<file path="src/hdl/bfa_pkg.sv">
// Shared types and codes for the bitmap first-fit allocator.
// Used by bfa_cell and bitmap_first_fit_allocator; depends on nothing.
`default_nettype none

package bfa_pkg;

  localparam int WORD_W = 32;
  localparam int BIT_POS_W = 5;
  localparam int ENTRY_COUNT_W = 11;
  localparam logic [ENTRY_COUNT_W-1:0] ENTRY_COUNT_RESET = 11'd1024;

  typedef enum logic [1:0] {
    ST_ALLOCATED = 2'd0,
    ST_FULL      = 2'd1,
    ST_LOADED    = 2'd2
  } bfa_status_t;

  typedef enum logic {
    CMD_LOAD  = 1'b0,
    CMD_ALLOC = 1'b1
  } bfa_cmd_t;

  typedef enum logic {
    REG_ENTRY_COUNT = 1'b0,
    REG_SLOT_OFFSET = 1'b1
  } bfa_reg_t;

  typedef enum logic {
    S_IDLE = 1'b0,
    S_SCAN = 1'b1
  } bfa_state_t;

  // Search token that walks the row of bitmap cells.
  typedef struct packed {
    logic active;
    logic found;
  } bfa_probe_t;

endpackage

`default_nettype wire

</file>
<file path="src/hdl/bfa_cell.sv">
// One bitmap word of the allocator and its stage of the search chain.
// Depends on bfa_pkg for the word width and the search token type.
`default_nettype none

module bfa_cell #(
  parameter int IDX  = 0,
  parameter int IDXW = 10,
  parameter int LIMW = 11
) (
  input  wire logic                          clk,
  input  wire logic                          rst,
  input  wire logic [LIMW-1:0]               limit,
  input  wire logic                          load_en,
  input  wire logic [bfa_pkg::WORD_W-1:0]    load_data,
  input  wire bfa_pkg::bfa_probe_t           probe_in,
  input  wire logic [IDXW-1:0]               idx_in,
  output bfa_pkg::bfa_probe_t                probe_out,
  output logic [IDXW-1:0]                    idx_out
);

  localparam int BASE = IDX * bfa_pkg::WORD_W;
  localparam logic [LIMW-6:0] WORD_NUM = (LIMW-5)'(IDX);

  logic [bfa_pkg::WORD_W-1:0]   word;
  logic [bfa_pkg::WORD_W-1:0]   in_range;
  logic [bfa_pkg::WORD_W-1:0]   avail;
  logic [bfa_pkg::WORD_W-1:0]   lowest;
  logic [bfa_pkg::BIT_POS_W-1:0] pos;
  logic                          hit;
  logic                          claim;

  // Only bits whose entry index lies below the limit may be handed out.
  always_comb begin
    if (limit[LIMW-1:5] > WORD_NUM) begin
      in_range = '1;
    end else if (limit[LIMW-1:5] == WORD_NUM) begin
      in_range = (32'd1 << limit[4:0]) - 32'd1;
    end else begin
      in_range = '0;
    end
  end

  assign avail  = ~word & in_range;
  assign lowest = avail & (~avail + 32'd1);
  assign hit    = |avail;
  assign claim  = probe_in.active && !probe_in.found && hit;

  always_comb begin
    pos = '0;
    for (int b = 0; b < bfa_pkg::WORD_W; b++) begin
      pos = pos | (lowest[b] ? bfa_pkg::BIT_POS_W'(b) : '0);
    end
  end

  always_ff @(posedge clk) begin
    if (rst) begin
      word <= '0;
    end else if (load_en) begin
      word <= load_data;
    end else if (claim) begin
      word <= word | lowest;
    end
  end

  always_ff @(posedge clk) begin
    if (rst) begin
      probe_out <= '0;
    end else begin
      probe_out.active <= probe_in.active;
      probe_out.found  <= probe_in.found || claim;
    end
  end

  always_ff @(posedge clk) begin
    if (claim) begin
      idx_out <= IDXW'(BASE) | IDXW'(pos);
    end else begin
      idx_out <= idx_in;
    end
  end

endmodule

`default_nettype wire

</file>
<file path="config.mk">
export PLATFORM = sky130hd
export DESIGN_NAME = bfa_cell
export DESIGN_NICKNAME = d
export VERILOG_FILES = /design/src/hdl/bfa_pkg.sv /design/src/hdl/bfa_cell.sv
export SDC_FILE = /design/constraint.sdc
export NUM_CORES = 1
export LEC_CHECK = 0
export BUFFER_PORTS_ARGS = -buffer_cell sky130_fd_sc_hd__buf_2
export CAP_MARGIN = 20
export CORE_UTILIZATION = 45
export CTS_BUF_LIST = sky130_fd_sc_hd__clkbuf_4 sky130_fd_sc_hd__clkbuf_8 sky130_fd_sc_hd__clkbuf_16
export CTS_CLUSTER_DIAMETER = 40
export DETAILED_ROUTE_END_ITERATION = 8
export GPL_ROUTABILITY_DRIVEN = 0
export PLACE_DENSITY = 0.69
export RECOVER_POWER = 50
export SLEW_MARGIN = 25
export SYNTH_ARGS = -nofsm -noshare
export SYNTH_HDL_FRONTEND = slang
export SYNTH_SLANG_ARGS = --single-unit
</file>
<file path="constraint.sdc">
create_clock -name clk -period 5.16 [get_ports clk]
set_input_delay 1.032 -clock clk [delete_from_list [all_inputs] [get_ports clk]]
set_output_delay 1.032 -clock clk [all_outputs]
set_load 0.01 [all_outputs]
</file>
==> results of run 1 <==
## power groups by stage
stage          Sequential (mW)  Clock [mW]  Combinational, mW
5_1_grt                  0.381       0.258              0.191
4_1_cts                  0.378       0.242              0.173
3_3_place_gp             0.385           0              0.169
2_1_floorplan            0.385           0              0.112
3_5_place_dp             0.386           0              0.171
6_report                 0.378       0.237              0.174
## worst max-delay path by stage
stage	endpoint	slack, ns	cells after the start
after CTS	word[28]$_SDFFE_PP0P_	0.69	14
after detailed placement	word[28]$_SDFFE_PP0P_	0.37	14
final	word[25]$_SDFFE_PP0P_	0.53	14
after global routing	word[25]$_SDFFE_PP0P_	0.22	14
after global placement	word[31]$_SDFFE_PP0P_	0.49	14
after floorplan	word[9]$_SDFFE_PP0P_	0.56	15
## state kept, by name, summed over array words and instances, names as in the netlist
register	count
word	32
idx_out	10
probe_out	2
## logic make-up after synthesis
kind of cell	synth area share [%]
adders and majority gates	0.393
muxes	1.89
and+or+nand+nor	33.0
buffers and inverters	6.25
AOI/OAI and AO/OA	30.8
DFF	27.7
## per-layer routing
metal  vias up  track usage (%)  share of wire [%]
met5         -                0                  0
li1       1707                -                  -
met3        38             5.29                8.5
met2       208             40.8                 42
met1      1617             38.1                 46
met4         0             10.6                3.5
## worst max-delay path, stage by stage
cell,delay (ns)
buf_2,0.21
nor3_2,0.42
nand3b_1,0.14
ha_1,0.35
buf_4,0.23
o21a_1,0.14
o221ai_1,0.16
a31oi_1,0.17
or4b_1,0.66
nor3_1,0.42
buf_4,0.25
and3_1,0.26
nand4_1,0.13
a211oi_1,0.26
## synth_stat cells, types with 3 or more instances
library cell	n
a21oi_1	18
o21a_1	5
mux2i_1	6
and3_1	7
o21ai_0	16
a31oi_1	13
clkbuf_1	21
nand3_1	7
inv_1	13
a21o_1	6
nand2b_1	5
a31o_2	4
o211ai_1	3
a211oi_1	13
buf_2	6
nand2_1	23
or3_1	3
o31ai_1	5
a221oi_1	6
o221ai_1	3
or2_2	3
buf_1	5
nor2_1	43
a311oi_1	12
and2_1	6
nor2b_1	31
dfxtp_1	44
nor3_1	31
nor4_1	7
nand4_1	7
## area by class of cell
cell class	count	area share, %
Clock buffer	7	2.44
Clock inverter	1	0.203
Inverter	13	1.32
Multi-Input combinational cell	330	57.2
Sequential cell	44	23.8
Tap cell	96	3.25
Timing Repair Buffer	83	11.8
## through the flow
stage,util [%],worst slack (ns)
global route,54.1,0.218
finish,54.1,0.533
global placement,52.9,0.490
floorplan,-,0.563
detailed placement,52.9,0.374
CTS,54.4,0.694
==> results_dict.tcl, run 1 <==
set metrics [dict create \
    setup_viol 0 \
    ctsResizeCount 0 \
    cts_setup_buffers 0 \
    pwr-share-seq_pct 48.0 \
    ys_seq_elements 44 \
    synth_edf_count 0 \
    yosysWarnings 0 \
    p_sw_uw 240 \
    grt_first_pass_wirelength_mm 16.0 \
    arrival_ns 4.83 \
    drv_cap 1 \
    reg2reg_depth 9 \
    outcome "finished with violations" \
    hold_violations 0 \
    fmax_mhz 216 \
    cts_tree "built" \
    drive_above_1_share_pct 20.1 \
    grt_pass1_vias 3227 \
    internal_power_uw 549 \
    worst-path-max-fanout 21 \
    rrSetupSlack_ns 2.44 \
    cts_made_buffers 5 \
    synth_area_per_cell_um2 7.56 \
    clock_path_buffers 2 \
    num-fill-cells 699 \
    place_area_um2 3620 \
    coreArea_um2 6830 \
    grt_antenna_before_repair 0 \
    clk_pin_slew_ns 0.08 \
    min_path_cells 2 \
    final_nets 536 \
    dieArea_um2 7420 \
    synthArstFlopShare_pct 0 \
    hpwl_mm 7.19 \
    die_x_um 86.1 \
    hold_end "word[27]$_SDFFE_PP0P_" \
    slew_headroom_pct -8.40 \
    io_pins 70 \
    rows 30 \
    violations "max-capacitance violations, max-slew violations" \
    ys_seq_area_share_pct 27.7 \
    drt_iter0_markers 324 \
    final_common_cell "buf_2" \
    clkPwrFrac_pct 30.0 \
    fin_hold_ws_ns 0.535 \
    grt.total_usage_pct 27.2 \
    viasPerCell 6.22 \
    yosys.cell_types.count 67 \
    dp.cells 566 \
    grt_max_degree 45 \
    irDropWorstVdd_v 0.000153 \
    register_area_um2 881 \
    multi_input_area_um2 2110 \
    cts_root_buffer "clkbuf_8" \
    setup_tns_ns 0 \
    grt_overflow_total 0 \
    syn_inst 421 \
    p_leak_nw 1.43 \
    clock_sinks 44 \
    total_power_uw 789 \
    switching_share_pct 30.5 \
    worst_slew_pin_slew_ns 1.63 \
    ys.flop_type "dfxtp_1" \
    syn_nets 480 \
    synth_top_area_share_pct 27.7 \
    pwr-share-comb_pct 22.0 \
    worstSetupPathType "in2reg" \
    drc 0 \
    final_area_um2 3690 \
    yosysTopAreaCell "dfxtp_1" \
    detailedRoute.firstPassIterationCount 6 \
    skew_ns 0.00484 \
    r2r-start "word[3]$_SDFFE_PP0P_" \
    hold_buffers 0 \
    routed_wl_mm 9.85 \
    rsz0062_at_grt "no" \
    required_ns 5.36 \
    antenna_cells 0 \
    setup.worst_path.end_class "register" \
    layoutNonFillerInstCount 574 \
    syn_to_final_growth_pct 16.0 \
    initial_utilization_pct 46.6 \
    num_vias 3570 \
    htreeDepth 2 \
    synth_area_um2 3180 \
    clk_latency_ns 0.30 \
    hold_class "reg2reg" \
    wire_per_inst_um 17.2 \
    crit_start "limit[3]" \
    hold_start "word[27]$_SDFFE_PP0P_" \
    die_y_um 86.1 \
    final_cell_mix "buf_2, dfxtp_1, nor2_1" \
    reg2reg_to "word[25]$_SDFFE_PP0P_" \
    port_buffers 69 \
    ant_nets 0 \
    power_density_nw_per_um2 214 \
    synth_area_leaders "dfxtp_1, nor2b_1, nor2_1" \
    min_period_over_period_pct 89.7 \
    drv_slew 38 \
    cp-start-kind "primary input" \
    min_period_ns 4.63 \
]
(Power assumes the default switching activity.)
==> inputs of run 2 (changes only) <==
MAX_ROUTING_LAYER = met4   (was not set)
PLACE_DENSITY = 0.68   (was 0.69)
SLEW_MARGIN = 20   (was 25)
==> run 2 against run 1 <==
  * The run still ends with max-capacitance violations, max-slew violations left
  * Routed wire length decreased by 2.2%
  * Core utilization increased by 0.073 points
  * Sequential power is essentially flat
  * Largest cell class unchanged
  * Die area unchanged
  * Sequential share of layout area barely moved
  * Fmax is 1.6% lower
  * Register-to-register slack improved by 0.02 ns
  * Final area rose by 0.14%
  * Clock power grew 17%
  * Combinational power about the same
==> results_dict.tcl, run 2 (synthesis gave the netlist of run 1 again) <==
set metrics [dict create \
    outcome "finished with violations" \
    violations "max-capacitance violations, max-slew violations" \
    final_common_cell "buf_2" \
    ant_nets 0 \
    hold_start "word[29]$_SDFFE_PP0P_" \
    reg2reg_to "word[19]$_SDFFE_PP0P_" \
    switching_share_pct 30.1 \
    routed_wl_mm 9.63 \
    htreeDepth 2 \
    hold_violations 0 \
    syn_to_final_growth_pct 16.1 \
    rows 30 \
    grt_antenna_before_repair 0 \
    antenna_cells 0 \
    clock_path_buffers 2 \
    clk_latency_ns 0.31 \
    initial_utilization_pct 46.6 \
    max_stage_delay_ns 0.62 \
    hpwl_mm 7.09 \
    setup.worst_path.end_class "register" \
    irDropWorstVdd_v 0.000129 \
    internal_power_uw 580 \
    top_register "word" \
    p_sw_uw 250 \
    min_path_cells 2 \
    largest_reg_flops 32 \
    die_y_um 86.1 \
    final_nets 536 \
    largestRegisters "word x32, idx_out x10, probe_out x2" \
    die_x_um 86.1 \
    cts_made_buffers 5 \
    coreArea_um2 6830 \
    io_pins 70 \
    drive_above_1_share_pct 19.5 \
    final_cell_mix "buf_2, dfxtp_1, nor2_1" \
    clk_pin_slew_ns 0.09 \
    worst-path-max-fanout 22 \
    dieArea_um2 7420 \
    drv_slew 38 \
    pwr-share-seq_pct 45.7 \
    setup_tns_ns 0 \
    r2r-start "word[19]$_SDFFE_PP0P_" \
    hold_buffers 0 \
    grt.total_usage_pct 26.9 \
    fmax_mhz 213 \
    worstSetupPathType "in2reg" \
    rsz0062_at_grt "no" \
    skew_ns 0.00757 \
    num_vias 3553 \
    setup_viol 0 \
    crit_chain "buf_2 -> nor3_1 -> nand3b_1 -> ha_1 -> and2_0 -> o221ai_1 -> a31oi_1 -> or4b_4 -> nor4b_4 -> a311oi_4 -> clkbuf_1 -> a311oi_1 -> nor3_1" \
    detailedRoute.firstPassIterationCount 7 \
    slew_headroom_pct -10.1 \
    path_common_cell "nor3_1" \
    pwr-share-comb_pct 20.7 \
    viasPerCell 6.19 \
    wire_per_inst_um 16.8 \
    cpMaxStageDelayCell "or4b_4" \
    min_period_ns 4.70 \
    cts_tree "built" \
    cts_setup_buffers 0 \
    cp.buffers_inverters 2 \
    hold_class "reg2reg" \
    ctsResizeCount 0 \
    drc 0 \
    drt_iter0_markers 484 \
    grt_overflow_total 0 \
    worst_slew_pin_slew_ns 1.65 \
    clock_sinks 44 \
    grt_max_degree 62 \
    port_buffers 69 \
    fin_hold_ws_ns 0.554 \
    rrSetupSlack_ns 2.46 \
    drv_cap 1 \
    cts_root_buffer "clkbuf_8" \
    reg2reg_depth 7 \
    cp-start-kind "primary input" \
    p_leak_nw 1.43 \
    arrival_ns 4.83 \
    grt_pass1_vias 2944 \
    hold_end "word[29]$_SDFFE_PP0P_" \
    power_density_nw_per_um2 224 \
    min_period_over_period_pct 91.2 \
    grt_first_pass_wirelength_mm 15.1 \
    clkPwrFrac_pct 33.6 \
    required_ns 5.29 \
    critical-path-top-delay-family "simple AND/OR/NAND/NOR gates" \
]
-- run 2: changes by cell type in the layout (fill, tap and decap cells not counted), sizes merged --
| cell | before | now |
|---|---|---|
| bufinv | 0 | 1 |
| inv | 13 | 14 |
| clkbuf | 20 | 21 |
| buf | 70 | 67 |
-- run 2: worst max path at each step --
stage / startpoint / endpoint / slack (ns) / cells past startpoint
2_1_floorplan: limit[2] / word[9]$_SDFFE_PP0P_ / 0.56 / 15
3_3_place_gp: limit[4] / word[22]$_SDFFE_PP0P_ / 0.41 / 12
3_5_place_dp: limit[4] / word[19]$_SDFFE_PP0P_ / 0.32 / 13
4_1_cts: limit[4] / word[19]$_SDFFE_PP0P_ / 0.62 / 13
5_1_grt: limit[4] / word[23]$_SDFFE_PP0P_ / 0.20 / 13
6_report: limit[4] / word[23]$_SDFFE_PP0P_ / 0.46 / 13
-- run 2: routing by layer --
layer	up-vias	track usage, %	wire (um)
met5	-	-	0
met4	0	8.64	255
met3	39	5.77	1010
met2	224	38.5	4010
met1	1585	37.3	4360
li1	1705	-	-
-- run 2: power by group through the flow --
stage               logic [mW]  registers, mW  clock network, mW
floorplan                0.112          0.385                  0
global placement         0.169          0.385                  0
detailed placement       0.170          0.386                  0
CTS                      0.171          0.378              0.283
global route             0.188          0.381              0.294
finish                   0.172          0.379              0.278
-- run 2: cell type report --
class                   count  area (um^2)
clock buffers               5         68.8
clock inverters             3         46.3
fillers                   686         3130
inverters                  13         48.8
multi-input cells         330         2110
flip-flops and latches     44          881
well taps                  96          120
repair buffers             83          423
-- run 2: worst reg2reg max path, cell delays in order (launching register included) --
cell	delay [ns]
dfxtp_1	0.33
a21oi_1	0.47
nor4_2	0.18
and3_1	0.27
a311oi_4	0.64
buf_4	0.30
nand4_1	0.11
a221oi_1	0.29
-- run 2: stage by stage --
step / cells / total power [mW] / utilization [%] / area [um^2] / worst slack (ns)
2_1_floorplan: 421 / 0.498 / - / 3180 / 0.563
6_report: 574 / 0.829 / 54.1 / 3700 / 0.456
3_3_place_gp: 566 / 0.554 / 52.9 / 3620 / 0.410
3_5_place_dp: 566 / 0.556 / 52.9 / 3620 / 0.318
5_1_grt: 574 / 0.863 / 54.1 / 3700 / 0.200
4_1_cts: 574 / 0.832 / 54.6 / 3730 / 0.620
==> inputs of run 3 (changes only) <==
CTS_BUF_LIST = not set   (was sky130_fd_sc_hd__clkbuf_4 sky130_fd_sc_hd__clkbuf_8 sky130_fd_sc_hd__clkbuf_16)
PLACE_DENSITY = 0.7   (was 0.68)
==> run 3 against run 2 <==
  * First-iteration DRC count is 15% lower
  * Global-route usage is 1.1 points lower
  * Critical endpoint is now word[21]$_SDFFE_PP0P_
  * Final area is 1.2% lower
  * Die area stayed put
  * The run still ends with max-capacitance violations, max-slew violations left
  * Largest cell class unchanged
  * Clock power shrank 23%
==> results_dict.tcl, run 3 (synthesis gave the netlist of run 1 again) <==
set metrics [dict create \
    hold_buffers 0 \
    r2r-start "word[3]$_SDFFE_PP0P_" \
    worstSetupPathType "in2reg" \
    worst_slew_pin_slew_ns 1.67 \
    rsz0062_at_grt "no" \
    detailedRoute.firstPassIterationCount 5 \
    final_area_um2 3650 \
    cp.depth 14 \
    drc 0 \
    port_buffers 69 \
    irDropWorstVdd_v 0.000147 \
    final_nets 534 \
    setup_viol 0 \
    clock_path_buffers 2 \
    top_register "word" \
    initial_utilization_pct 46.6 \
    wire_per_inst_um 16.5 \
    grt_first_pass_wirelength_mm 14.6 \
    ctsResizeCount 0 \
    crit_chain "buf_2 -> nor3_1 -> buf_4 -> nand3b_1 -> ha_1 -> clkbuf_1 -> a211oi_2 -> a21oi_1 -> nor4_2 -> and3_1 -> a311oi_4 -> buf_4 -> a311oi_1 -> nor3_1" \
    syn_to_final_growth_pct 14.7 \
    grt_antenna_before_repair 0 \
    critical-path-top-delay-family "simple AND/OR/NAND/NOR gates" \
    grt_pass1_vias 3012 \
    hold_class "reg2reg" \
    hold_violations 0 \
    cts_setup_buffers 0 \
    crit_start "limit[4]" \
    min_period_over_period_pct 90.6 \
    rrSetupSlack_ns 2.60 \
    routed_wl_mm 9.44 \
    cp-start-kind "primary input" \
    die_y_um 86.1 \
    clk_pin_slew_ns 0.08 \
    grt_max_degree 38 \
    worst-path-max-fanout 31 \
    power_density_nw_per_um2 209 \
    fmax_mhz 214 \
    required_ns 5.28 \
    largestRegisters "word x32, idx_out x10, probe_out x2" \
    rows 30 \
    skew_ns 0.00797 \
    p_leak_nw 1.41 \
    reg2reg_to "word[21]$_SDFFE_PP0P_" \
    min_period_ns 4.68 \
    largest_reg_flops 32 \
    clk_latency_ns 0.30 \
    final_common_cell "buf_2" \
    max_stage_delay_ns 0.48 \
    setup.worst_path.end_class "register" \
    outcome "finished with violations" \
    viasPerCell 6.06 \
    drt_iter0_markers 409 \
    cts_tree "built" \
    grt_overflow_total 0 \
    grt.total_usage_pct 25.8 \
    setup_tns_ns 0 \
    drv_cap 1 \
    hpwl_mm 7.12 \
    dieArea_um2 7420 \
    num_vias 3462 \
    drv_slew 38 \
    cpMaxStageDelayCell "a211oi_2" \
    arrival_ns 4.79 \
    slew_headroom_pct -11.3 \
    reg2reg_depth 9 \
    final_cell_mix "buf_2, dfxtp_1, nor2_1" \
    place_area_um2 3600 \
    dp.cells 564 \
    coreArea_um2 6830 \
    violations "max-capacitance violations, max-slew violations" \
    layoutNonFillerInstCount 571 \
    cts_root_buffer "clkbuf_8" \
    die_x_um 86.1 \
    cts_made_buffers 5 \
    critPathCapture "word[21]$_SDFFE_PP0P_" \
    htreeDepth 2 \
    io_pins 70 \
    clock_sinks 44 \
    drive_above_1_share_pct 19.2 \
    ant_nets 0 \
    cp.buffers_inverters 4 \
    antenna_cells 0 \
]
run 3: metal layers:
metal	vias to the layer above	part of all wire, %	track usage, %
li1	1706	-	-
met1	1567	46	35.9
met2	167	42	36.8
met3	22	9.9	5.68
met4	0	2.1	8.03
met5	-	0	-
run 3: final cells by class:
class,instances,area (um^2)
Clock buffer,5,68.8
Clock inverter,2,12.5
Fill cell,715,3180
Inverter,13,48.8
Multi-Input combinational cell,330,2110
Sequential cell,44,881
Tap cell,96,120
Timing Repair Buffer,81,412
run 3: worst min path at each step:
stage | startpoint | to | slack, ns | cells past startpoint
2_1_floorplan | word[27]$_SDFFE_PP0P_ | word[27]$_SDFFE_PP0P_ | 0.49 | 2
3_3_place_gp | word[27]$_SDFFE_PP0P_ | word[27]$_SDFFE_PP0P_ | 0.52 | 2
3_5_place_dp | word[27]$_SDFFE_PP0P_ | word[27]$_SDFFE_PP0P_ | 0.53 | 2
4_1_cts | word[27]$_SDFFE_PP0P_ | word[27]$_SDFFE_PP0P_ | 0.54 | 2
5_1_grt | word[25]$_SDFFE_PP0P_ | word[25]$_SDFFE_PP0P_ | 0.57 | 2
6_report | word[27]$_SDFFE_PP0P_ | word[27]$_SDFFE_PP0P_ | 0.54 | 2
run 3: where the power goes:
part	switching, mW	total, mW	leakage [nW]	internal (mW)
Combinational	0.100	0.169	1.00	0.0690
Sequential	0.0154	0.379	0.367	0.363
Clock	0.122	0.214	0.0400	0.0919
run 3: through the flow:
stage / setup slack [ns] / hold slack, ns / util, % / power [mW]
after floorplan: 0.563 / 0.491 / - / 0.498
after global placement: 0.482 / 0.518 / 52.7 / 0.552
after detailed placement: 0.374 / 0.530 / 52.7 / 0.555
after CTS: 0.689 / 0.543 / 53.9 / 0.762
after global routing: 0.274 / 0.573 / 53.5 / 0.793
final: 0.483 / 0.540 / 53.5 / 0.762
run 3: worst min-delay path, cell delays in order (launching register included):
cell      delay, ns
dfxtp_1        0.33
nor2_1         0.10
a211oi_1       0.06
